`src/sv/assert_macros.svh`:
```
// Assertion macros for the RTL modules of the LCD number writer.
`ifndef ASSERT_MACROS_SVH
`define ASSERT_MACROS_SVH

// Same-cycle implication, checked on every rising clock edge outside reset.
`define ASSERT_SAME(label, clk, rst, ante, cons, msg) \
   label: assert property (@(posedge clk) disable iff (rst) (ante) |-> (cons)) \
      else $error(msg);

// Next-cycle implication, checked on every rising clock edge outside reset.
`define ASSERT_NEXT(label, clk, rst, ante, cons, msg) \
   label: assert property (@(posedge clk) disable iff (rst) (ante) |=> (cons)) \
      else $error(msg);

`endif

```
`src/sv/clnw_pkg.sv`:
```
// Shared types, codes, constants and helper functions of the LCD number writer.
package clnw_pkg;

   localparam int MAX_DIGITS_DEFAULT  = 16;
   localparam int VALUE_WIDTH_DEFAULT = 16;
   localparam int QUEUE_DEPTH         = 2;

   // Division by ten: q = (n * RECIP_TEN) >> RECIP_SHIFT is exact for n below 2**32.
   localparam int          MUL_W       = 32;
   localparam logic [31:0] RECIP_TEN   = 32'hCCCC_CCCD;
   localparam int          RECIP_SHIFT = 35;
   localparam int          QUOT_W      = 2 * MUL_W - RECIP_SHIFT;

   localparam logic [7:0] INIT_SEQ [4] = '{8'h38, 8'h0C, 8'h06, 8'h01};
   localparam logic [7:0] CURSOR_CMD   = 8'h80;
   localparam logic [7:0] LINE2_OFFSET = 8'h40;
   localparam logic [1:0] LINE_TOP     = 2'd1;
   localparam logic [7:0] CHAR_ZERO    = 8'h30;
   localparam logic [7:0] CHAR_A       = 8'h41;
   localparam logic [7:0] CHAR_PLUS    = 8'h2B;
   localparam logic [7:0] CHAR_MINUS   = 8'h2D;

   typedef enum logic [2:0] {
      ACT_INIT = 3'd0,
      ACT_CHAR = 3'd1,
      ACT_UDEC = 3'd2,
      ACT_SDEC = 3'd3,
      ACT_BIN  = 3'd4,
      ACT_HEX  = 3'd5
   } action_type;

   typedef enum logic [1:0] {
      BASE_DEC = 2'd0,
      BASE_BIN = 2'd1,
      BASE_HEX = 2'd2
   } base_type;

   localparam logic RS_COMMAND = 1'b0;
   localparam logic RS_DATA    = 1'b1;

   // Control part of one queued job; magnitude and digit count travel beside it.
   typedef struct packed {
      logic       is_init;
      logic       has_lead;
      base_type   base;
      logic [7:0] lead_char;
      logic [7:0] cursor;
   } job_ctrl_type;

   function automatic logic [7:0] digit_char(input logic [3:0] d);
      logic [7:0] ch;
      if (d < 4'd10) begin
         ch = CHAR_ZERO + {4'd0, d};
      end else begin
         ch = CHAR_A + {4'd0, d} - 8'd10;
      end
      return ch;
   endfunction

endpackage

```
`src/sv/char_lcd_number_writer_unit.sv`:
```
// Top level of the LCD number writer: front end, job queue and write sequencer.
//
//   Channel   Ports                              Handshake
//   request   req_* fields, start, busy          taken when start is high and busy low
//   result    rsp_reg_select, rsp_bus_byte, ...  each write valid for a single cycle, marked by rsp_strobe
//
// An init transaction gives its four writes back to back after it leaves the queue.
// A number transaction writes the cursor command and the sign or character, if any, then
// converts every digit in a multiply step and a divide step (S_MUL, S_DIV) before it
// writes the digits in turn (S_DIGIT); decimal digits use the divide-by-ten unit.
// Reset clears the queue and the sequencer; results cannot be held off by the receiver.
// busy is high while the two-entry queue is full.
module char_lcd_number_writer_unit #(
   parameter int MAX_DIGITS  = clnw_pkg::MAX_DIGITS_DEFAULT,
   parameter int VALUE_WIDTH = clnw_pkg::VALUE_WIDTH_DEFAULT
) (
   input  logic        clock,
   input  logic        reset,
   input  logic        start,
   output logic        busy,
   input  logic [2:0]  req_action,
   input  logic [1:0]  req_line,
   input  logic [5:0]  req_column,
   input  logic [15:0] req_value,
   input  logic [4:0]  req_digit_count,
   input  logic [7:0]  req_char_code,
   output logic        rsp_strobe,
   output logic        rsp_reg_select,
   output logic [7:0]  rsp_bus_byte,
   output logic        rsp_last
);

   localparam int CNT_W = $clog2(MAX_DIGITS + 1);
   localparam int JOB_W = $bits(clnw_pkg::job_ctrl_type) + VALUE_WIDTH + CNT_W;

   logic                   push, pop, full, empty;
   clnw_pkg::job_ctrl_type front_ctrl, back_ctrl;
   logic [VALUE_WIDTH-1:0] front_mag, back_mag;
   logic [CNT_W-1:0]       front_count, back_count;
   logic [JOB_W-1:0]       q_wdata, q_rdata;

   assign busy    = full;
   assign q_wdata = {front_ctrl, front_mag, front_count};
   assign {back_ctrl, back_mag, back_count} = q_rdata;

   clnw_front #(
      .MAX_DIGITS (MAX_DIGITS),
      .VALUE_WIDTH(VALUE_WIDTH),
      .CNT_W      (CNT_W)
   ) u_front (
      .start          (start),
      .busy           (busy),
      .req_action     (req_action),
      .req_line       (req_line),
      .req_column     (req_column),
      .req_value      (req_value),
      .req_digit_count(req_digit_count),
      .req_char_code  (req_char_code),
      .push           (push),
      .job_ctrl       (front_ctrl),
      .job_mag        (front_mag),
      .job_count      (front_count)
   );

   clnw_queue #(
      .WIDTH(JOB_W),
      .DEPTH(clnw_pkg::QUEUE_DEPTH)
   ) u_queue (
      .clock    (clock),
      .reset    (reset),
      .push     (push),
      .push_data(q_wdata),
      .full     (full),
      .pop      (pop),
      .pop_data (q_rdata),
      .empty    (empty)
   );

   clnw_back #(
      .MAX_DIGITS (MAX_DIGITS),
      .VALUE_WIDTH(VALUE_WIDTH),
      .CNT_W      (CNT_W)
   ) u_back (
      .clock         (clock),
      .reset         (reset),
      .empty         (empty),
      .pop           (pop),
      .job_ctrl      (back_ctrl),
      .job_mag       (back_mag),
      .job_count     (back_count),
      .rsp_strobe    (rsp_strobe),
      .rsp_reg_select(rsp_reg_select),
      .rsp_bus_byte  (rsp_bus_byte),
      .rsp_last      (rsp_last)
   );

endmodule

```
`src/sv/clnw_front.sv`:
```
// Front end: accepts requests, classifies them and builds one job for the queue.
module clnw_front #(
   parameter int MAX_DIGITS  = clnw_pkg::MAX_DIGITS_DEFAULT,
   parameter int VALUE_WIDTH = clnw_pkg::VALUE_WIDTH_DEFAULT,
   parameter int CNT_W       = $clog2(MAX_DIGITS + 1)
) (
   input  logic                       start,
   input  logic                       busy,
   input  logic [2:0]                 req_action,
   input  logic [1:0]                 req_line,
   input  logic [5:0]                 req_column,
   input  logic [15:0]                req_value,
   input  logic [4:0]                 req_digit_count,
   input  logic [7:0]                 req_char_code,
   output logic                       push,
   output clnw_pkg::job_ctrl_type     job_ctrl,
   output logic [VALUE_WIDTH-1:0]     job_mag,
   output logic [CNT_W-1:0]           job_count
);

   logic [VALUE_WIDTH-1:0] val_n;
   logic                   val_neg;
   logic [7:0]             cursor;
   logic [CNT_W-1:0]       sat_count;
   logic                   known;

   assign val_n   = VALUE_WIDTH'(req_value);
   assign val_neg = val_n[VALUE_WIDTH-1];

   assign cursor = clnw_pkg::CURSOR_CMD | (8'(req_column) - 8'd1 +
                   ((req_line == clnw_pkg::LINE_TOP) ? 8'd0 : clnw_pkg::LINE2_OFFSET));

   assign sat_count = (32'(req_digit_count) > MAX_DIGITS) ? CNT_W'(MAX_DIGITS)
                                                          : CNT_W'(req_digit_count);

   always_comb begin
      known              = 1'b1;
      job_ctrl.is_init   = 1'b0;
      job_ctrl.has_lead  = 1'b0;
      job_ctrl.base      = clnw_pkg::BASE_DEC;
      job_ctrl.lead_char = req_char_code;
      job_ctrl.cursor    = cursor;
      job_mag            = val_n;
      job_count          = sat_count;
      case (clnw_pkg::action_type'(req_action))
         clnw_pkg::ACT_INIT: begin
            job_ctrl.is_init = 1'b1;
            job_count        = '0;
         end
         clnw_pkg::ACT_CHAR: begin
            job_ctrl.has_lead = 1'b1;
            job_count         = '0;
         end
         clnw_pkg::ACT_UDEC: begin
            job_ctrl.base = clnw_pkg::BASE_DEC;
         end
         clnw_pkg::ACT_SDEC: begin
            // Zero counts as not positive and gets a minus sign.
            job_ctrl.has_lead = 1'b1;
            if (!val_neg && (val_n != '0)) begin
               job_ctrl.lead_char = clnw_pkg::CHAR_PLUS;
               job_mag            = val_n;
            end else begin
               job_ctrl.lead_char = clnw_pkg::CHAR_MINUS;
               job_mag            = val_neg ? (~val_n + VALUE_WIDTH'(1)) : '0;
            end
         end
         clnw_pkg::ACT_BIN: begin
            job_ctrl.base = clnw_pkg::BASE_BIN;
         end
         clnw_pkg::ACT_HEX: begin
            job_ctrl.base = clnw_pkg::BASE_HEX;
         end
         default: begin
            known = 1'b0;
         end
      endcase
   end

   // Undefined actions are accepted and dropped.
   assign push = start && !busy && known;

endmodule

```
`src/sv/clnw_queue.sv`:
```
// Short job queue between the front end and the write sequencer.
module clnw_queue #(
   parameter int WIDTH = 8,
   parameter int DEPTH = clnw_pkg::QUEUE_DEPTH
) (
   input  logic             clock,
   input  logic             reset,
   input  logic             push,
   input  logic [WIDTH-1:0] push_data,
   output logic             full,
   input  logic             pop,
   output logic [WIDTH-1:0] pop_data,
   output logic             empty
);

   localparam int PTR_W = (DEPTH > 1) ? $clog2(DEPTH) : 1;
   localparam int CNT_W = $clog2(DEPTH + 1);

   logic [WIDTH-1:0] entry_ff [DEPTH];
   logic [PTR_W-1:0] wr_ptr_ff, wr_ptr_in;
   logic [PTR_W-1:0] rd_ptr_ff, rd_ptr_in;
   logic [CNT_W-1:0] fill_ff, fill_in;
   logic             do_push, do_pop;

   assign full     = (fill_ff == CNT_W'(DEPTH));
   assign empty    = (fill_ff == '0);
   assign do_push  = push && !full;
   assign do_pop   = pop && !empty;
   assign pop_data = entry_ff[rd_ptr_ff];

   always_comb begin
      wr_ptr_in = wr_ptr_ff;
      rd_ptr_in = rd_ptr_ff;
      fill_in   = fill_ff;
      if (do_push) begin
         wr_ptr_in = (wr_ptr_ff == PTR_W'(DEPTH - 1)) ? '0 : wr_ptr_ff + PTR_W'(1);
      end
      if (do_pop) begin
         rd_ptr_in = (rd_ptr_ff == PTR_W'(DEPTH - 1)) ? '0 : rd_ptr_ff + PTR_W'(1);
      end
      if (do_push && !do_pop) begin
         fill_in = fill_ff + CNT_W'(1);
      end else if (do_pop && !do_push) begin
         fill_in = fill_ff - CNT_W'(1);
      end
   end

   always_ff @(posedge clock) begin
      if (reset) begin
         wr_ptr_ff <= '0;
         rd_ptr_ff <= '0;
         fill_ff   <= '0;
      end else begin
         wr_ptr_ff <= wr_ptr_in;
         rd_ptr_ff <= rd_ptr_in;
         fill_ff   <= fill_in;
      end
   end

   always_ff @(posedge clock) begin
      if (do_push) begin
         entry_ff[wr_ptr_ff] <= push_data;
      end
   end

endmodule

```
`src/sv/clnw_back.sv`:
```
// Back end: digit conversion and sequencing of the LCD bus writes for one job.
`include "assert_macros.svh"

module clnw_back #(
   parameter int MAX_DIGITS  = clnw_pkg::MAX_DIGITS_DEFAULT,
   parameter int VALUE_WIDTH = clnw_pkg::VALUE_WIDTH_DEFAULT,
   parameter int CNT_W       = $clog2(MAX_DIGITS + 1)
) (
   input  logic                   clock,
   input  logic                   reset,
   input  logic                   empty,
   output logic                   pop,
   input  clnw_pkg::job_ctrl_type job_ctrl,
   input  logic [VALUE_WIDTH-1:0] job_mag,
   input  logic [CNT_W-1:0]       job_count,
   output logic                   rsp_strobe,
   output logic                   rsp_reg_select,
   output logic [7:0]             rsp_bus_byte,
   output logic                   rsp_last
);

   localparam int DBW = 4 * MAX_DIGITS;

   typedef enum logic [6:0] {
      S_IDLE   = 7'b0000001,
      S_INIT   = 7'b0000010,
      S_CURSOR = 7'b0000100,
      S_LEAD   = 7'b0001000,
      S_MUL    = 7'b0010000,
      S_DIV    = 7'b0100000,
      S_DIGIT  = 7'b1000000
   } state_type;

   state_type                     state_ff, state_in;
   logic [1:0]                    init_idx_ff, init_idx_in;
   logic [CNT_W-1:0]              left_ff, left_in;
   logic                          strobe_ff, strobe_in;
   logic                          last_ff, last_in;

   clnw_pkg::job_ctrl_type        ctrl_ff, ctrl_in;
   logic [CNT_W-1:0]              count_ff, count_in;
   logic [VALUE_WIDTH-1:0]        num_ff, num_in;
   logic [clnw_pkg::QUOT_W-1:0]   quot_ff, quot_in;
   logic [DBW-1:0]                digits_ff, digits_in;
   logic                          rs_ff, rs_in;
   logic [7:0]                    byte_ff, byte_in;

   logic [2*clnw_pkg::MUL_W-1:0]  product;
   logic [3:0]                    ten_quot_lo;
   logic [3:0]                    digit;

   // The remainder of a division by ten fits in four bits, so the low nibble suffices.
   assign product     = {32'd0, clnw_pkg::MUL_W'(num_ff)} * {32'd0, clnw_pkg::RECIP_TEN};
   assign ten_quot_lo = {quot_ff[0], 3'b000} + {quot_ff[2:0], 1'b0};

   always_comb begin
      case (ctrl_ff.base)
         clnw_pkg::BASE_DEC: digit = num_ff[3:0] - ten_quot_lo;
         clnw_pkg::BASE_BIN: digit = {3'b000, num_ff[0]};
         clnw_pkg::BASE_HEX: digit = num_ff[3:0];
         default:            digit = 4'd0;
      endcase
   end

   always_comb begin
      state_in    = state_ff;
      init_idx_in = init_idx_ff;
      left_in     = left_ff;
      strobe_in   = 1'b0;
      last_in     = 1'b0;
      ctrl_in     = ctrl_ff;
      count_in    = count_ff;
      num_in      = num_ff;
      quot_in     = quot_ff;
      digits_in   = digits_ff;
      rs_in       = rs_ff;
      byte_in     = byte_ff;
      pop         = 1'b0;
      case (state_ff)
         S_IDLE: begin
            if (!empty) begin
               pop         = 1'b1;
               ctrl_in     = job_ctrl;
               num_in      = job_mag;
               count_in    = job_count;
               left_in     = job_count;
               init_idx_in = 2'd0;
               state_in    = job_ctrl.is_init ? S_INIT : S_CURSOR;
            end
         end
         S_INIT: begin
            strobe_in   = 1'b1;
            rs_in       = clnw_pkg::RS_COMMAND;
            byte_in     = clnw_pkg::INIT_SEQ[init_idx_ff];
            init_idx_in = init_idx_ff + 2'd1;
            if (init_idx_ff == 2'd3) begin
               last_in  = 1'b1;
               state_in = S_IDLE;
            end
         end
         S_CURSOR: begin
            strobe_in = 1'b1;
            rs_in     = clnw_pkg::RS_COMMAND;
            byte_in   = ctrl_ff.cursor;
            if (ctrl_ff.has_lead) begin
               state_in = S_LEAD;
            end else if (count_ff != '0) begin
               state_in = S_MUL;
            end else begin
               last_in  = 1'b1;
               state_in = S_IDLE;
            end
         end
         S_LEAD: begin
            strobe_in = 1'b1;
            rs_in     = clnw_pkg::RS_DATA;
            byte_in   = ctrl_ff.lead_char;
            if (count_ff != '0) begin
               state_in = S_MUL;
            end else begin
               last_in  = 1'b1;
               state_in = S_IDLE;
            end
         end
         S_MUL: begin
            quot_in  = product[2*clnw_pkg::MUL_W-1:clnw_pkg::RECIP_SHIFT];
            state_in = S_DIV;
         end
         S_DIV: begin
            // Digits enter at the top, so the most significant one ends up there.
            digits_in = (digits_ff >> 4) | (DBW'(digit) << (DBW - 4));
            case (ctrl_ff.base)
               clnw_pkg::BASE_DEC: num_in = VALUE_WIDTH'(quot_ff);
               clnw_pkg::BASE_BIN: num_in = num_ff >> 1;
               clnw_pkg::BASE_HEX: num_in = num_ff >> 4;
               default:            num_in = num_ff;
            endcase
            if (left_ff == CNT_W'(1)) begin
               left_in  = count_ff;
               state_in = S_DIGIT;
            end else begin
               left_in  = left_ff - CNT_W'(1);
               state_in = S_MUL;
            end
         end
         S_DIGIT: begin
            strobe_in = 1'b1;
            rs_in     = clnw_pkg::RS_DATA;
            byte_in   = clnw_pkg::digit_char(digits_ff[DBW-1:DBW-4]);
            digits_in = digits_ff << 4;
            left_in   = left_ff - CNT_W'(1);
            if (left_ff == CNT_W'(1)) begin
               last_in  = 1'b1;
               state_in = S_IDLE;
            end
         end
         default: begin
            state_in = S_IDLE;
         end
      endcase
   end

   always_ff @(posedge clock) begin
      if (reset) begin
         state_ff    <= S_IDLE;
         init_idx_ff <= 2'd0;
         left_ff     <= '0;
         strobe_ff   <= 1'b0;
         last_ff     <= 1'b0;
      end else begin
         state_ff    <= state_in;
         init_idx_ff <= init_idx_in;
         left_ff     <= left_in;
         strobe_ff   <= strobe_in;
         last_ff     <= last_in;
      end
   end

   always_ff @(posedge clock) begin
      ctrl_ff   <= ctrl_in;
      count_ff  <= count_in;
      num_ff    <= num_in;
      quot_ff   <= quot_in;
      digits_ff <= digits_in;
      rs_ff     <= rs_in;
      byte_ff   <= byte_in;
   end

   assign rsp_strobe     = strobe_ff;
   assign rsp_reg_select = rs_ff;
   assign rsp_bus_byte   = byte_ff;
   assign rsp_last       = last_ff;

   `ASSERT_SAME(a_last_ends_job, clock, reset, strobe_ff && last_ff, state_ff == S_IDLE,
      "final write seen while the sequencer is still busy")
   `ASSERT_NEXT(a_no_write_in_conv, clock, reset, state_ff == S_MUL, !strobe_ff,
      "bus write issued during a conversion step")
   `ASSERT_SAME(a_digit_left, clock, reset, state_ff == S_DIGIT || state_ff == S_DIV,
      left_ff != '0, "digit counter empty while digits remain")
   `ASSERT_SAME(a_pop_only_idle, clock, reset, pop, state_ff == S_IDLE && !empty,
      "job taken from the queue outside idle")

endmodule

```
`config.mk`:
```
export PLATFORM = sky130hd
export DESIGN_NAME = char_lcd_number_writer_unit
export DESIGN_NICKNAME = d
export VERILOG_FILES = /design/src/sv/clnw_pkg.sv /design/src/sv/char_lcd_number_writer_unit.sv /design/src/sv/clnw_front.sv /design/src/sv/clnw_queue.sv /design/src/sv/clnw_back.sv
export VERILOG_INCLUDE_DIRS = /design/src /design/src/sv
export SDC_FILE = /design/constraint.sdc
export NUM_CORES = 1
export LEC_CHECK = 0
export ABC_CLOCK_PERIOD_IN_PS = 12250
export BUFFER_PORTS_ARGS = -buffer_cell sky130_fd_sc_hd__buf_2
export CORE_MARGIN = 3
export CORE_UTILIZATION = 61
export CTS_CLUSTER_DIAMETER = 120
export DETAILED_ROUTE_END_ITERATION = 8
export PLACE_DENSITY = 0.76
export RECOVER_POWER = 25
export SYNTH_ARGS = -nofsm -noshare
export SYNTH_HDL_FRONTEND = slang
export SYNTH_SLANG_ARGS = --single-unit
```
`constraint.sdc`:
```
create_clock -name clock -period 12.25 [get_ports clock]
set_input_delay 0.6125 -clock clock [delete_from_list [all_inputs] [get_ports clock]]
set_output_delay 0.6125 -clock clock [all_outputs]
set_load 0.02 [all_outputs]
```
# After elaboration in Yosys (flattened, before gate mapping)
# Memories as Yosys holds them, arrays and structs flattened. A register that Yosys moved wholly into a read port is not among the register bits.
# Cells that the tools add are included.
# Widths: inputs -> output; s select.
# word_totals
register_bits	146
ram_bits	80
inputBits	43
out_inout_bits	12
elab_cells	150
mem_count	1
# op_classes
add_sub_neg	14
mul	1
magnitude_cmp	3
eq_ne	22
n_mux	52
n_bitwise	4
reduce_logical	35
# memory_table
name	words	width	rd	rd_clocked_by_memory_dff	wr	line_no	rtl
u_queue.entry_ff	2	40	1	1	1	clnw_queue.sv:19	logic [WIDTH-1:0] entry_ff [DEPTH];
# op_table
op	n
$pmux 64 s2	1
$mux 16	4
$or 60x64->64	1
$pmux 7 s7	1
$mul 16x32->48 const B	1
$pmux 16 s3	1
$mux 7	6
$mux 8	4
$pmux 16 s2	1
$pmux 8 s4	1
$mux 5	5
$add 16x1->16 const B	1
$bmux 8 s2	1
$mux 1	16
$not 16->16	1
$reduce_bool 16->1	1
$pmux 5 s3	1
$pmux 4 s3	1
$reduce_bool 2->1	5
$add 7x4->8 const A	1
$pmux 2 s2	2
$reduce_or 2->1	4
$sub 8x4->8 const B	1
$add 6x4->7 const A	1
other kinds (44)	69

# Longest topological paths before layout
# depth
depth_word	9
depth_mapped	22
depth_no_buf	22

# Cells and area by module
# A second synthesis with hierarchy kept.
# hier_totals
cells_unflattened	1346
hier_area_um2	14914.3
# by_module_without_submodules
module	n_inst	cells_per_inst	area_each_um2	seq_area_each_um2
clnw_back	1	1076	10969.3	4103.9
clnw_queue	1	153	3166.8	2562.5
clnw_front	1	117	778.2	0.0

# Worst setup path after synthesis
# No wires, ideal clock.
# synth_timing
path_type	reg2reg
startpoint	register u_back.num_ff[13]
endpoint	register u_back.quot_ff[6] (netlist bit), data pin
setup_time_ps	262
t_arrival_ps	5330
t_required_ps	11988
setup_slack_ps	6658
path_stages_with_launch	21
n_path_buf	0
synth_period_minus_slack_ps	5592
path_cell_list	edfxtp_1 > ha_1 > ha_1 > inv_1 > fa_1 > inv_1 > fa_1 > inv_1 > fa_1 > inv_1 > fa_1 > ha_1 > a21oi_2 > o21ai_2 > a2111oi_4 > o32ai_1 > o21a_2 > o21ai_1 > and2b_1 > o21bai_1 > xor2_1
# synth_via
elab_chain_cells	1
# synth_rtl
item	line_no	rtl
start, declared	clnw_back.sv:42	logic [VALUE_WIDTH-1:0] num_ff, num_in;
start signal, assigned	clnw_back.sv:182	num_ff <= num_in;
$mul 16x32->48	clnw_back.sv:53	assign product = {32'd0, clnw_pkg::MUL_W'(num_ff)} * {32'd0, clnw_pkg::RECIP_TEN};
net u_back.product, one bit	clnw_back.sv:48	logic [2*clnw_pkg::MUL_W-1:0] product;
end signal, assigned	clnw_back.sv:183	quot_ff <= quot_in;
end, declared	clnw_back.sv:43	logic [clnw_pkg::QUOT_W-1:0] quot_ff, quot_in;
# The timed path passes the listed nets, and every way through them passes these cells.
# A chain may end at the register's enable or synchronous reset.

# Worst setup path in the final report
# layout_timing
startpoint	register u_back.num_ff[8]
endpoint	register u_back.quot_ff[12] (netlist bit), data pin
# The elaborated chain is that of the path after synthesis.

==> run_results.csv <==
group,metric,value,unit
run_status,status,"complete, but fails checks",
clocking,postCtsSetupRepairBufs,0,
place,dp_hpwl,22.0,mm
clocking,cts_sinks,226,
worst_setup_path,critPathMostFrequentCell,"inv_1",
final_layout,drive_gt1_share,9.32,%
global_route,globalRouteOverflowTotal,0,
routing,drt-pass1-iter-count,5,
worst_setup_path,crit_buf_inv,6,
routing,vias_per_cell,5.59,
synth,synth-seq-cells,226,
worst_setup_path,crit_fanout,6,
timing,relSlewSlack,-45.0,%
run_status,violations,"max-capacitance violations, max-slew violations",
routing,wl_per_cell,16.9,um
worst_setup_path,crit_required,12520,ps
worst_setup_path,cp.arrival,6310,ps
place,place.gp.congestion,0.959,
synth,synth_cell_types,71,
final_layout,syn_to_final_growth,9.76,%
synth,syn_area,14700,um2
synth,ys_async_sr_fraction,0,%
final_layout,n_antenna_cell,0,
synth,yosysTopAreaCell,"edfxtp_1",
worst_setup_path,cp_slowest_stage_delay,550,ps
worst_setup_path,worstSetupEndpointType,"register",
synth,netlist.area_leader.share,41.7,%
die,dieWidth,161,um
global_route,grt_max_degree,74,
synth,ys_warn_count,0,
clocking,clk_latency,520,ps
hold_path,hold_path_class,"input port to register",
die,start_util,62.5,%
timing,rsz0062_at_grt,"no",
timing,finalCriticalPeriod,6040,ps
die,die_y,161,um
final_layout,seqCellArea,6580,um2
global_route,gr-usage-all-layers,23.0,%
clocking,cts_htree_levels,1,
global_route,grt_pass1_wl,48.5,mm
final_layout,layout_commonest_cell,"nand2_1",
clocking,root_buffer,"clkbuf_16",
final_layout,layout_common_cells,"nand2_1 (220), edfxtp_1 (205), inv_1 (185)",
die,dieArea,26100,um2
routing,drc,0,
synth,synth_ff_type,"edfxtp_1",
clocking,clk_pin_slew,70,ps
routing,first_iter_violations,708,
final_layout,multi_input_area,7330,um2
routing,vias,9693,
routing,routed_wl,29.4,mm
timing,maxSlewViolCount,54,
clocking,cts_tree,"done",
timing,fin_skew,9.63,ps
worst_setup_path,worstSetupStartpointType,"register",
clocking,cts_resized,0,
worst_setup_path,cp_slowest_cell,"fa_1",
die,core,23600,um2
synth,syn_avg_cell_area,10.9,um2
timing,finalSetupTns,0,ps
worst_setup_path,worstPathCellList,"inv_1 > ha_1 > inv_1 > fa_1 > inv_1 > fa_1 > inv_1 > fa_1 > inv_1 > fa_1 > fa_1 > inv_1 > ha_1 > nand4_1 > or3_1 > a211oi_2 > o21a_2 > a21oi_4 > o211ai_1 > o211ai_2 > xnor2_1",
die,rows,56,
job,cap_violations,2,
timing,fin_crit_sh,49.3,%
global_route,grt_pass1_vias,9754,
global_route,antenna_found_initial,0,
worst_setup_path,critPathKind,"register to register",
final_layout,final_nets,1669,
timing,hold_violations,0,
final_layout,nFillCells,1778,
synth,ys_seq_area_share,44.6,%
clocking,ctsHoldBuffers,0,
timing,finalSetupViolCount,0,
synth,synth_nets,1619,
synth,synth_area_leaders,"edfxtp_1 (42%), ha_1 (13%), fa_1 (11%)",
timing,fmax,166,MHz
die,ios,55,
timing,tightest_slew,2170,ps
synth,synthCells,1347,
routing,ant_nets,0,
clocking,clk_path_buf_depth,3,
place,port_buffers,54,
worst_setup_path,path_delay_family,"adder cells",
clocking,cts-buffers-inserted,25,
synth,synth_edf_count,205,
-- worst register-to-register path, delay by kind of cell, from the launching register on --
kind,cells,cell delay (ps)
simple gates,2,560
fa+ha+maj,7,3200
compound gates,5,980
xor+xnor,1,130
buf+inv,6,440
flops,1,480
-- per-layer routing --
layer	track usage [%]	routed length (um)
met1	33.4	13500
met2	36.6	13500
met3	2.90	1560
met4	6.96	852
met5	0	0
-- sequential cells by signal, indices dropped and copies added, names as in the netlist, named ones only --
signal	flops
u_back.rsp_bus_byte	8
u_back.state_ff	7
u_queue.rd_ptr_ff	1
u_back.ctrl_ff	18
u_back.rsp_last	1
u_back.rsp_reg_select	1
u_back.count_ff	5
u_back.quot_ff	13
u_back.digits_ff	64
u_back.init_idx_ff	2
u_back.left_ff	5
u_queue.entry_ff	80
u_back.rsp_strobe	1
u_back.num_ff	16
u_queue.wr_ptr_ff	1
u_queue.fill_ff	2
-- per-stage QoR --
step,util (%),cell area (um2),setup slack [ps],hold WS [ps],instances
2_1_floorplan,-,14700,6660,463,1347
3_3_place_gp,65.1,15400,6340,475,1689
3_5_place_dp,65.1,15400,6220,486,1689
4_1_cts,68.7,16200,6200,363,1735
5_1_grt,68.6,16200,5850,371,1735
6_report,68.6,16200,6210,366,1735
-- path summary, 6_finish.rpt --
kind	from	endpoint	slack, ps	depth (start not counted)
setup reg to reg	u_back.num_ff[8]$_DFFE_PP_	u_back.quot_ff[12]$_DFFE_PP_	6210	21
hold reg to reg	u_back.ctrl_ff[18]$_DFFE_PP_	u_back.state_ff[3]$_SDFFE_PP0P_	500	2
setup / recovery	u_back.num_ff[8]$_DFFE_PP_	u_back.quot_ff[12]$_DFFE_PP_	6210	21
hold / removal	req_column[0]	u_queue.entry_ff[1][21]$_DFFE_PP_	370	2
-- cell usage after synthesis, drive strengths merged, types with 7 or more instances --
master and n:
xnor2 25, inv 187, dfxtp 21, o31ai 9
o211ai 20, mux2i 17, a22oi 19, ha 148
nand2b 13, mux2 22, fa 81, nor4 7
nand2 220, xor2 14, edfxtp 205, nor2 62
nor3 27, clkbuf 36, nor3b 7, a21oi 44
o21ai 52, nor2b 8, and2 20, a21o 7
-- cell families (layout without fill, tap and decap cells) --
| kind of cell | Yosys count | count (layout) | share of synthesized area, % |
|---|---|---|---|
| AOI/OAI and AO/OA | 188 | 188 | 8.56 |
| buffers and inverters | 227 | 296 | 5.81 |
| and+or+nand+nor | 399 | 399 | 12.3 |
| xor gates and xnor gates | 39 | 39 | 2.32 |
| adders and majority gates | 229 | 229 | 23.6 |
| DFF | 226 | 226 | 44.6 |
| muxes | 39 | 39 | 2.83 |
-- final cells by class --
| type | instances | share of cell area (%) |
|---|---|---|
| Timing Repair Buffer | 62 | 1.87 |
| Sequential cell | 226 | 40.6 |
| Tap cell | 319 | 2.47 |
| Clock inverter | 14 | 1.03 |
| Clock buffer | 32 | 4.34 |
| Inverter | 188 | 4.36 |
| Multi-Input combinational cell | 894 | 45.3 |
Power is left out: the tool's default activity adds up to more than one toggle a clock period on the data nets, which glitch-free logic cannot reach.
